<file path="src/rtl/core/radio_packet_framer_deframer_unit_defines.svh">
// Assertion macros for the packet framer/deframer.
// Define NO_ASSERTIONS to compile them out.
`ifndef RADIO_PACKET_FRAMER_DEFRAMER_UNIT_DEFINES_SVH
`define RADIO_PACKET_FRAMER_DEFRAMER_UNIT_DEFINES_SVH

`ifndef NO_ASSERTIONS

// Consequent must hold in the same cycle as the antecedent.
`define RPFD_ASSERT_NOW(lbl, ante, cons) \
  lbl: assert property (@(posedge clk) disable iff (rst) (ante) |-> (cons)) \
    else $error("rpfd: same-cycle check failed");

// Consequent must hold in the cycle after the antecedent.
`define RPFD_ASSERT_NEXT(lbl, ante, cons) \
  lbl: assert property (@(posedge clk) disable iff (rst) (ante) |=> (cons)) \
    else $error("rpfd: next-cycle check failed");

`else

`define RPFD_ASSERT_NOW(lbl, ante, cons)
`define RPFD_ASSERT_NEXT(lbl, ante, cons)

`endif

`endif

</file>
<file path="src/rtl/core/rpfd_pkg.sv">
package rpfd_pkg;

  // Sizing
  localparam int MAX_PAYLOAD_DEF = 128;
  localparam int HDR_ENTRIES     = 4;   // group, destination, source, length
  localparam int FRAME_OVERHEAD  = 6;   // header entries plus two CRC bytes

  // Framing bytes and CRC
  localparam logic [7:0]  PREAMBLE  = 8'hAA;
  localparam logic [7:0]  SYNC_WORD = 8'h2D;
  localparam logic [15:0] CRC_SEED  = 16'hFFFF;
  localparam logic [15:0] CRC_POLY  = 16'hA001;

  // Operation codes
  localparam logic [2:0] OP_WRITE    = 3'd0;
  localparam logic [2:0] OP_TX_START = 3'd1;
  localparam logic [2:0] OP_RX_START = 3'd2;
  localparam logic [2:0] OP_FIFO     = 3'd3;
  localparam logic [2:0] OP_READ     = 3'd4;

  // Configuration register indexes
  localparam logic CFG_GROUP = 1'b0;
  localparam logic CFG_NODE  = 1'b1;

  typedef struct packed {
    logic [2:0] operation;
    logic [7:0] index;
    logic [7:0] data_byte;
    logic [6:0] dest_node;
    logic [7:0] length;
    logic       ack_req;
    logic       ack_reply;
    logic [6:0] ack_from;
  } in_item_t;

  typedef struct packed {
    logic       tx_valid;
    logic [7:0] tx_byte;
    logic       radio_idle;
    logic       rx_done;
    logic       crc_ok;
    logic       addressed;
    logic [6:0] sender_id;
    logic       ack_requested;
    logic       ack_match;
    logic [7:0] rx_length;
    logic [7:0] read_data;
    logic       busy_res;
  } out_item_t;

  typedef enum logic [2:0] {
    MODE_IDLE = 3'b001,
    MODE_TX   = 3'b010,
    MODE_RX   = 3'b100
  } mode_t;

  typedef enum logic [9:0] {
    ST_PRE1  = 10'b00_0000_0001,
    ST_PRE2  = 10'b00_0000_0010,
    ST_PRE3  = 10'b00_0000_0100,
    ST_SYNC  = 10'b00_0000_1000,
    ST_GROUP = 10'b00_0001_0000,
    ST_DATA  = 10'b00_0010_0000,
    ST_CRCL  = 10'b00_0100_0000,
    ST_CRCH  = 10'b00_1000_0000,
    ST_TAIL  = 10'b01_0000_0000,
    ST_DONE  = 10'b10_0000_0000
  } tx_step_t;

endpackage

</file>
<file path="src/rtl/core/rpfd_crc_byte.sv">
// Reflected CRC-16 update over one byte, eight shift steps unrolled.
module rpfd_crc_byte (
  input  logic [15:0] crc,
  input  logic [7:0]  data,
  output logic [15:0] result
);
  import rpfd_pkg::*;

  always_comb begin
    result = crc ^ {8'h00, data};
    for (int k = 0; k < 8; k++) begin
      result = result[0] ? ((result >> 1) ^ CRC_POLY) : (result >> 1);
    end
  end

endmodule

</file>
<file path="src/rtl/core/radio_packet_framer_deframer_unit.sv">
// Packet framer/deframer for a byte-wide radio FIFO. Every transaction on the input
// channel (payload write, start transmit, start receive, FIFO event, buffer read)
// produces exactly one result transaction. The edge that accepts an item launches the
// single, registered read of the packet memory; the item is then processed once the
// result register can take it: the byte CRC runs, the engine state updates and the
// memory is written back. in_stall is high while an item is held, so a new item is
// taken only after the held one is processed. The result register lets the next item
// enter while a result waits; a stalled result holds the processing of the held
// item until out_stall drops. Header bytes (group, destination, source, length) sit
// in registers, the payload in the memory. The memory has no reset and no clearing
// pass: reading a location never written returns whatever it holds.
`include "radio_packet_framer_deframer_unit_defines.svh"
module radio_packet_framer_deframer_unit #(
  parameter int MAX_PAYLOAD = rpfd_pkg::MAX_PAYLOAD_DEF
) (
  input  logic                clk,
  input  logic                rst,
  input  logic                cfg_write,
  input  logic                cfg_index,
  input  logic [7:0]          cfg_data,
  input  logic                in_valid,
  output logic                in_stall,
  input  rpfd_pkg::in_item_t  in_item,
  output logic                out_valid,
  input  logic                out_stall,
  output rpfd_pkg::out_item_t out_item
);
  import rpfd_pkg::*;

  localparam int         STORE_DEPTH = MAX_PAYLOAD + FRAME_OVERHEAD;
  localparam int         AW          = $clog2(STORE_DEPTH);
  localparam logic [8:0] DEPTH_LIM   = 9'(STORE_DEPTH);
  localparam logic [7:0] MAX_LEN     = 8'(MAX_PAYLOAD);
  localparam logic [8:0] HDR_LIM     = 9'(HDR_ENTRIES);
  localparam logic [8:0] LAST_HDR    = 9'(HDR_ENTRIES - 1);
  localparam logic [7:0] END_OFFSET  = 8'(FRAME_OVERHEAD);

  // Configuration
  logic [7:0] network_group;
  logic [6:0] own_node;

  // Engine state
  mode_t      mode, mode_next;
  tx_step_t   tx_step, tx_step_next;
  logic [7:0] byte_position, byte_position_next;
  logic [7:0] fill_count, fill_count_next;
  logic [15:0] running_crc, running_crc_next;

  // Header entries of the packet store
  logic [7:0] hdr_group, hdr_group_next;
  logic [7:0] hdr_dest, hdr_dest_next;
  logic [7:0] hdr_src, hdr_src_next;
  logic [7:0] hdr_len, hdr_len_next;

  // Item stage and read tracking
  logic       stage_valid;
  in_item_t   item;
  logic       in_accept, proceed;
  logic [7:0] rd_addr;
  logic       rd_in_range;
  logic       rd_oob, rd_is_hdr;
  logic [1:0] rd_hdr_sel;
  logic [7:0] hdr_rd, store_rd;

  // Payload memory
  logic [7:0]    mem [STORE_DEPTH];
  logic [7:0]    mem_rdata;
  logic          wr_req, mem_we;
  logic [AW-1:0] mem_waddr;
  logic [7:0]    mem_wdata;

  // Shared CRC unit
  logic [15:0] crc_c, crc_out;
  logic [7:0]  crc_d;
  out_item_t   res;

  rpfd_crc_byte u_crc (
    .crc    (crc_c),
    .data   (crc_d),
    .result (crc_out)
  );

  assign in_stall  = stage_valid;
  assign in_accept = in_valid && !in_stall;
  assign proceed   = stage_valid && (!out_valid || !out_stall);
  assign mem_we    = proceed && wr_req;

  // Read address: buffer index for a read, current transmit position otherwise
  assign rd_addr     = (in_item.operation == OP_READ) ? in_item.index : byte_position;
  assign rd_in_range = {1'b0, rd_addr} < DEPTH_LIM;

  always_ff @(posedge clk) begin
    if (mem_we) begin
      mem[mem_waddr] <= mem_wdata;
    end
    if (in_accept && rd_in_range) begin
      mem_rdata <= mem[rd_addr[AW-1:0]];
    end
  end

  // Capture the item and where its read byte comes from
  always_ff @(posedge clk) begin
    if (in_accept) begin
      item       <= in_item;
      rd_oob     <= !rd_in_range;
      rd_is_hdr  <= {1'b0, rd_addr} < HDR_LIM;
      rd_hdr_sel <= rd_addr[1:0];
    end
  end

  // Store byte seen by this item
  always_comb begin
    case (rd_hdr_sel)
      2'd0:    hdr_rd = hdr_group;
      2'd1:    hdr_rd = hdr_dest;
      2'd2:    hdr_rd = hdr_src;
      default: hdr_rd = hdr_len;
    endcase
    if (rd_oob) begin
      store_rd = 8'h00;
    end else if (rd_is_hdr) begin
      store_rd = hdr_rd;
    end else begin
      store_rd = mem_rdata;
    end
  end

  // CRC operand selection
  always_comb begin
    crc_c = running_crc;
    crc_d = store_rd;
    unique case (item.operation) inside
      OP_TX_START, OP_RX_START: begin
        crc_c = CRC_SEED;
        crc_d = network_group;
      end
      OP_FIFO: begin
        crc_d = (mode == MODE_RX) ? item.data_byte : store_rd;
      end
      default: ;
    endcase
  end

  // Item processing: next state, memory write-back and result
  always_comb begin
    logic [7:0] len_sat;
    logic [7:0] fc;
    logic [7:0] fc_inc;
    logic [7:0] rx_end;
    logic       ok;
    logic [6:0] d;
    logic [6:0] s;

    mode_next          = mode;
    tx_step_next       = tx_step;
    byte_position_next = byte_position;
    fill_count_next    = fill_count;
    running_crc_next   = running_crc;
    hdr_group_next     = hdr_group;
    hdr_dest_next      = hdr_dest;
    hdr_src_next       = hdr_src;
    hdr_len_next       = hdr_len;
    wr_req             = 1'b0;
    mem_waddr          = '0;
    mem_wdata          = item.data_byte;
    res                = '0;
    len_sat            = (item.length > MAX_LEN) ? MAX_LEN : item.length;
    fc                 = fill_count;
    fc_inc             = fill_count;
    rx_end             = 8'h00;
    ok                 = 1'b0;
    d                  = 7'h00;
    s                  = 7'h00;

    unique case (item.operation) inside
      OP_WRITE: begin
        if (mode == MODE_IDLE && item.index < MAX_LEN) begin
          wr_req    = 1'b1;
          mem_waddr = AW'({1'b0, item.index} + HDR_LIM);
        end
      end

      OP_TX_START: begin
        if (mode == MODE_IDLE || (mode == MODE_RX && fill_count == 8'h00)) begin
          hdr_dest_next      = {item.ack_reply, item.dest_node};
          hdr_src_next       = {item.ack_req, own_node};
          hdr_len_next       = len_sat;
          running_crc_next   = crc_out;
          mode_next          = MODE_TX;
          tx_step_next       = ST_PRE1;
          byte_position_next = 8'h00;
        end
      end

      OP_RX_START: begin
        if (mode == MODE_IDLE) begin
          fill_count_next  = 8'h00;
          hdr_len_next     = 8'h00;
          running_crc_next = (network_group != 8'h00) ? crc_out : CRC_SEED;
          mode_next        = MODE_RX;
        end
      end

      OP_FIFO: begin
        if (mode == MODE_TX) begin
          res.tx_valid = 1'b1;
          res.tx_byte  = PREAMBLE;
          unique case (tx_step)
            ST_PRE1: tx_step_next = ST_PRE2;
            ST_PRE2: tx_step_next = ST_PRE3;
            ST_PRE3: tx_step_next = ST_SYNC;
            ST_SYNC: begin
              res.tx_byte  = SYNC_WORD;
              tx_step_next = ST_GROUP;
            end
            ST_GROUP: begin
              res.tx_byte        = network_group;
              tx_step_next       = ST_DATA;
              byte_position_next = 8'h01;
            end
            ST_DATA: begin
              res.tx_byte      = store_rd;
              running_crc_next = crc_out;
              if ({1'b0, byte_position} >= LAST_HDR + {1'b0, hdr_len}) begin
                tx_step_next = ST_CRCL;
              end else begin
                byte_position_next = byte_position + 8'h01;
              end
            end
            ST_CRCL: begin
              res.tx_byte  = running_crc[7:0];
              tx_step_next = ST_CRCH;
            end
            ST_CRCH: begin
              res.tx_byte  = running_crc[15:8];
              tx_step_next = ST_TAIL;
            end
            ST_TAIL: tx_step_next = ST_DONE;
            ST_DONE: begin
              res.radio_idle = 1'b1;
              mode_next      = MODE_IDLE;
              tx_step_next   = ST_PRE1;
            end
            default: tx_step_next = ST_DONE;
          endcase
        end else if (mode == MODE_RX) begin
          // group byte is implied when a group is set
          if (fill_count == 8'h00 && network_group != 8'h00) begin
            hdr_group_next = network_group;
            fc             = 8'h01;
          end
          if ({1'b0, fc} < HDR_LIM) begin
            case (fc[1:0])
              2'd0:    hdr_group_next = item.data_byte;
              2'd1:    hdr_dest_next  = item.data_byte;
              2'd2:    hdr_src_next   = item.data_byte;
              default: hdr_len_next   = item.data_byte;
            endcase
          end else if ({1'b0, fc} < DEPTH_LIM) begin
            wr_req    = 1'b1;
            mem_waddr = fc[AW-1:0];
          end
          fc_inc           = (fc != 8'hFF) ? fc + 8'h01 : fc;
          fill_count_next  = fc_inc;
          running_crc_next = crc_out;
          rx_end           = hdr_len_next + END_OFFSET;
          if (fc_inc >= rx_end || {1'b0, fc_inc} >= DEPTH_LIM) begin
            d                 = hdr_dest_next[6:0];
            s                 = hdr_src_next[6:0];
            ok                = (crc_out == 16'h0000) && (hdr_len_next <= MAX_LEN);
            mode_next         = MODE_IDLE;
            res.radio_idle    = 1'b1;
            res.rx_done       = 1'b1;
            res.crc_ok        = ok;
            res.addressed     = (d == 7'h00) || (d == own_node);
            res.sender_id     = s;
            res.ack_requested = hdr_src_next[7] && !hdr_dest_next[7];
            res.ack_match     = ok && (d == own_node) &&
                                ((s == item.ack_from) || (item.ack_from == 7'h00)) &&
                                hdr_dest_next[7] && !hdr_src_next[7];
            res.rx_length     = hdr_len_next;
          end
        end
      end

      OP_READ: res.read_data = store_rd;

      default: ;
    endcase

    res.busy_res = (mode_next != MODE_IDLE);
  end

  // Control state
  always_ff @(posedge clk) begin
    if (rst) begin
      network_group <= 8'h00;
      own_node      <= 7'h00;
      stage_valid   <= 1'b0;
      out_valid     <= 1'b0;
      mode          <= MODE_IDLE;
      tx_step       <= ST_PRE1;
      byte_position <= 8'h00;
      fill_count    <= 8'h00;
      running_crc   <= CRC_SEED;
    end else begin
      if (cfg_write) begin
        if (cfg_index == CFG_GROUP) begin
          network_group <= cfg_data;
        end else if (cfg_index == CFG_NODE) begin
          own_node <= cfg_data[6:0];
        end
      end

      if (in_accept) begin
        stage_valid <= 1'b1;
      end else if (proceed) begin
        stage_valid <= 1'b0;
      end

      if (proceed) begin
        out_valid     <= 1'b1;
        mode          <= mode_next;
        tx_step       <= tx_step_next;
        byte_position <= byte_position_next;
        fill_count    <= fill_count_next;
        running_crc   <= running_crc_next;
      end else if (!out_stall) begin
        out_valid <= 1'b0;
      end
    end
  end

  // Header entries and result payload
  always_ff @(posedge clk) begin
    if (proceed) begin
      hdr_group <= hdr_group_next;
      hdr_dest  <= hdr_dest_next;
      hdr_src   <= hdr_src_next;
      hdr_len   <= hdr_len_next;
      out_item  <= res;
    end
  end

  // Checks
  `RPFD_ASSERT_NEXT(a_result_follows, proceed, out_valid)
  `RPFD_ASSERT_NOW(a_no_read_on_write, mem_we, !in_accept)
  `RPFD_ASSERT_NOW(a_step_parked, mode != MODE_TX, tx_step == ST_PRE1)
  `RPFD_ASSERT_NOW(a_fill_bounded, mode == MODE_RX, 9'(fill_count) < DEPTH_LIM)

endmodule
</file>
<file path="config.mk">
export PLATFORM = sky130hd
export DESIGN_NAME = radio_packet_framer_deframer_unit
export DESIGN_NICKNAME = d
export VERILOG_FILES = /design/src/rtl/core/rpfd_pkg.sv /design/src/rtl/core/rpfd_crc_byte.sv /design/src/rtl/core/radio_packet_framer_deframer_unit.sv
export VERILOG_INCLUDE_DIRS = /design/src /design/src/rtl/core
export SDC_FILE = /design/constraint.sdc
export NUM_CORES = 2
export LEC_CHECK = 0
export ABC_AREA = 1
export BUFFER_PORTS_ARGS = -buffer_cell sky130_fd_sc_hd__clkbuf_2
export CAP_MARGIN = 20
export CORE_AREA = 2 2 432 434
export DETAILED_ROUTE_END_ITERATION = 10
export DIE_AREA = 0 0 434 436
export SYNTH_ARGS = -nofsm -noshare
export SYNTH_HDL_FRONTEND = slang
export SYNTH_HIERARCHICAL = 1
export SYNTH_SLANG_ARGS = --single-unit
</file>
<file path="constraint.sdc">
create_clock -name clk -period 4.35 [get_ports clk]
set_input_delay 0.435 -clock clk [delete_from_list [all_inputs] [get_ports clk]]
set_output_delay 0.435 -clock clk [all_outputs]
set_load 0.005 [all_outputs]
</file>
==> flow_metrics.py <==
metrics = {
    "timing": {
        "fmax_ghz": 0.255,
        "fin_crit_sh_pct": 90.3,
        "tightest_slew_ns": 1.09,
        "setup_viol": 0,
        "skew_ns": 0.0348,
        "rsz0062_at_grt": "no",
        "slew_headroom_pct": 27.2,
        "finalHoldViolations": 0,
        "fin_crit_ns": 3.93,
        "tns_ns": 0,
        "slew_viol_final": 0,
    },
    "synth": {
        "synthFlopType": "edfxtp_1",
        "postSynthCellCount": 5311,
        "ys_seq_area_share_pct": 67.4,
        "yosysUniqueCellTypes": 54,
        "synth_top_family_by_area": "simple AND/OR/NAND/NOR gates",
        "synth-edff-count": 1198,
        "synth_xor_xnor_area_share_pct": 0.526,
        "netlist_area_sq_um": 55200,
        "yosys_register_bits": 1260,
        "async_flop_share_pct": 0,
        "synth_compound_area_share_pct": 5.55,
        "synth-adder-area-share_pct": 0.454,
        "syn_avg_cell_area_sq_um": 10.4,
        "synthSimpleGateAreaFrac_pct": 20.8,
        "yosys_warnings": 6,
        "synthMuxAreaShare_pct": 0,
        "synth_nets": 5388,
    },
    "floorplanning": {
        "dieArea_sq_um": 189000,
        "ios": 98,
        "die_w_um": 434,
        "core-area_sq_um": 185000,
        "start_util_pct": 29.9,
        "rows": 158,
        "die_h_um": 436,
    },
    "detailed_routing": {
        "via_per_inst": 4.87,
        "avgRoutedWirePerCell_um": 19.6,
        "ant_nets": 0,
        "drt_drc_violations_left": 0,
        "routed_wl_um": 159000,
        "via_count": 39700,
        "first_pass_iters": 8,
        "drt_iter0_drc": 4398,
    },
    "cts": {
        "cts_buffer_depth": 3,
        "cts_root_buf": "clkbuf_16",
        "path_clk_slew_ns": 0.06,
        "cts_sinks": 1260,
        "insertion_delay_ns": 0.79,
        "cts-htree-levels": 4,
        "numCtsBuffers": 134,
        "cts_tree": "done",
    },
    "power": {
        "p_total_mw": 26.6,
        "combPwrFrac_pct": 7.7,
        "pwr-share-clk_pct": 41.7,
        "peakVddDrop_v": 0.000272,
        "power.switching_mw": 6.41,
        "p_leak_nw": 24.6,
        "internal_power_mw": 20.2,
        "p_per_area_nw_per_um2": 414,
        "p_seq_share_pct": 50.6,
        "p_sw_share_pct": 24.1,
    },
    "finish": {
        "mostFrequentLayoutCells": "1752 x nand2_1, 1198 x edfxtp_1, 552 x nand3_1, 429 x inv_1, 336 x nor2_1",
        "final_common_cell": "nand2_1",
        "num-nets-final": 5647,
        "drive_gt1_share_pct": 10.9,
        "seq_area_sq_um": 37200,
        "diodes": 0,
        "multi_input_area_sq_um": 15200,
        "syn2layout_area_growth_pct": 16.7,
        "fillers": 18300,
    },
    "critical_path": {
        "critPathBufInv": 2,
        "cp-start-kind": "register",
        "cp.arrival_ns": 4.43,
        "max_stage_delay_ns": 0.35,
        "critical_path.top_delay_family": "simple AND/OR/NAND/NOR gates",
        "worst_setup_path_end_kind": "register",
        "setup.worst_path.class": "reg2reg",
        "worst_path_max_delay_cell": "dfxtp_1",
        "critPathRequiredTime_ns": 4.85,
        "path_cells": "nor2_1, nand3_1, nor2_4, nand2_2, o21a_1, ha_2, inv_2, nand2_2, nor3_2, xor2_1, ha_1, a21oi_1, o221ai_1, nor2_1, nand2_1, nand2_1, nor2_2, inv_2, o21ai_0",
        "cp_max_fo": 18,
        "reg2regPathDepth": 19,
        "cp_num_cells": 19,
    },
    "global_route": {
        "antenna_found_initial": 3,
        "grt.total_usage_pct": 16.5,
        "grt_max_degree": 86,
        "grt_pass1_wl_um": 238000,
        "grt_overflow": 0,
        "grt_pass1_vias": 37500,
    },
    "job": {
        "cap_violations": 0,
    },
    "run_status": {
        "status": "completed",
    },
    "place": {
        "place.detailed.hpwl_um": 101000,
        "io_buffers": 97,
        "gp_congestion": 0.964,
    },
    "hold_path": {
        "hold_path_depth": 3,
        "hold_class": "in2reg",
    },
}
==> worst register-to-register path: stages, from the launching register on <==
cell	delay (ns)
dfxtp_1	0.35
nor2_1	0.17
nand3_1	0.19
nor2_4	0.29
nand2_2	0.25
o21a_1	0.32
ha_2	0.21
inv_2	0.07
nand2_2	0.07
nor3_2	0.18
xor2_1	0.17
ha_1	0.27
a21oi_1	0.14
o221ai_1	0.13
nor2_1	0.12
nand2_1	0.11
nand2_1	0.14
nor2_2	0.06
inv_2	0.30
o21ai_0	0.14
==> worst paths after layout <==
kind | from | endpoint | slack, ns
worst max-delay path | fill_count[4] | out_item[29] | 0.42
worst min-delay path | cfg_data[4] | network_group[4] | 0.06
worst max register to register | fill_count[4] | out_item[29] | 0.42
worst min register to register | fill_count[3] | fill_count[3] | 0.47
==> state kept, by name (all words and copies together), names as in the netlist, 2 cells and up <==
name and count:
byte_position 8, fill_count 8, hdr_dest 8, hdr_group 8
hdr_len 8, hdr_src 8, item 35, mem 1072
mem_rdata 8, mem_wdata 8, mode 3, network_group 8
out_item 39, own_node 7, rd_hdr_sel 2, running_crc 16
tx_step 10
==> timing repair <==
action | in CTS | in global routing
buffers inserted | 0 | 0
endpoints found under the hold margin | 53 | 0
hold buffers | 50 | 0
gates resized for setup | 0 | 1
setup endpoints to repair | 0 | 2
==> power groups by stage <==
stage,logic [mW],registers (mW),clock network [mW]
2_1_floorplan,1.13,13.8,0
3_3_place_gp,1.98,13.7,0
3_5_place_dp,1.99,13.7,0
4_1_cts,2.04,13.5,11.3
5_1_grt,2.23,13.5,11.7
6_report,2.05,13.5,11.1
==> cell families (layout without fill, tap and decap cells) <==
| logic type | count (synthesis) | count (layout) |
|---|---|---|
| buffers and inverters | 707 | 1071 |
| XOR/XNOR | 31 | 31 |
| AND/OR/NAND/NOR | 2774 | 2774 |
| flip-flops | 1260 | 1260 |
| adder cells (fa/ha/maj) | 20 | 20 |
| AO/OA/AOI/OAI | 519 | 519 |
==> final cells by class <==
cell class              count  share of cell area, %
well taps                2480                   4.82
clock buffers             161                   5.43
clock inverters            80                   1.16
flip-flops and latches   1260                   57.8
multi-input cells        3344                   23.6
repair buffers            379                   4.60
inverters                 451                   2.64
==> synth_stat cells (2+ instances only) <==
cell | number | area, sq um
a21oi_1 | 163 | 816
a221oi_1 | 6 | 52.6
a31oi_1 | 3 | 18.8
buf_1 | 41 | 154
buf_2 | 143 | 716
buf_4 | 8 | 60.1
clkbuf_1 | 64 | 240
clkinv_1 | 2 | 7.51
dfxtp_1 | 62 | 1240
edfxtp_1 | 1198 | 36000
ha_1 | 20 | 250
inv_1 | 431 | 1620
inv_2 | 18 | 67.6
nand2_1 | 1758 | 6600
nand2_2 | 19 | 119
nand2_4 | 3 | 33.8
nand3_1 | 552 | 2760
nand3_2 | 4 | 40.0
nand3b_1 | 5 | 37.5
nand4_1 | 30 | 188
nor2_1 | 338 | 1270
nor2_2 | 10 | 62.6
nor2_4 | 8 | 90.1
nor3_1 | 18 | 90.1
nor4_1 | 8 | 50.1
o2111ai_1 | 3 | 26.3
o211a_1 | 3 | 30.0
o211ai_1 | 103 | 773
o21a_1 | 3 | 22.5
o21ai_0 | 184 | 921
o21ai_1 | 6 | 30.0
o21ai_2 | 3 | 26.3
o221ai_1 | 9 | 78.8
o22ai_1 | 18 | 113
o22ai_2 | 2 | 25.0
o32ai_1 | 3 | 26.3
or2_2 | 17 | 106
xnor2_1 | 10 | 87.6
xor2_1 | 20 | 175
==> per-stage QoR <==
| stage | hold WS, ns | cell area [sq um] | utilization, % | worst slack (ns) | cells |
|---|---|---|---|---|---|
| 6_report | 0.0627 | 64400 | 34.9 | 0.423 | 8155 |
| 5_1_grt | 0.0487 | 64400 | 34.9 | 0.0640 | 8155 |
| 4_1_cts | 0.0122 | 64400 | 34.9 | 0.289 | 8155 |
| 3_5_place_dp | 0.454 | 59700 | 32.3 | 0.286 | 7864 |
| 3_3_place_gp | 0.461 | 59700 | 32.3 | 0.289 | 7864 |
| 2_1_floorplan | 0.441 | 55200 | - | -0.0662 | 5311 |
==> layer usage <==
metal	vias up	part of all wire, %	GRT usage (%)
met5	-	0	0
met4	0	3.8	6.49
met3	287	7.3	2.32
met2	1616	46	26.2
met1	19200	43	22.7
li1	18500	-	-
Power figures use the tool's default switching activity.
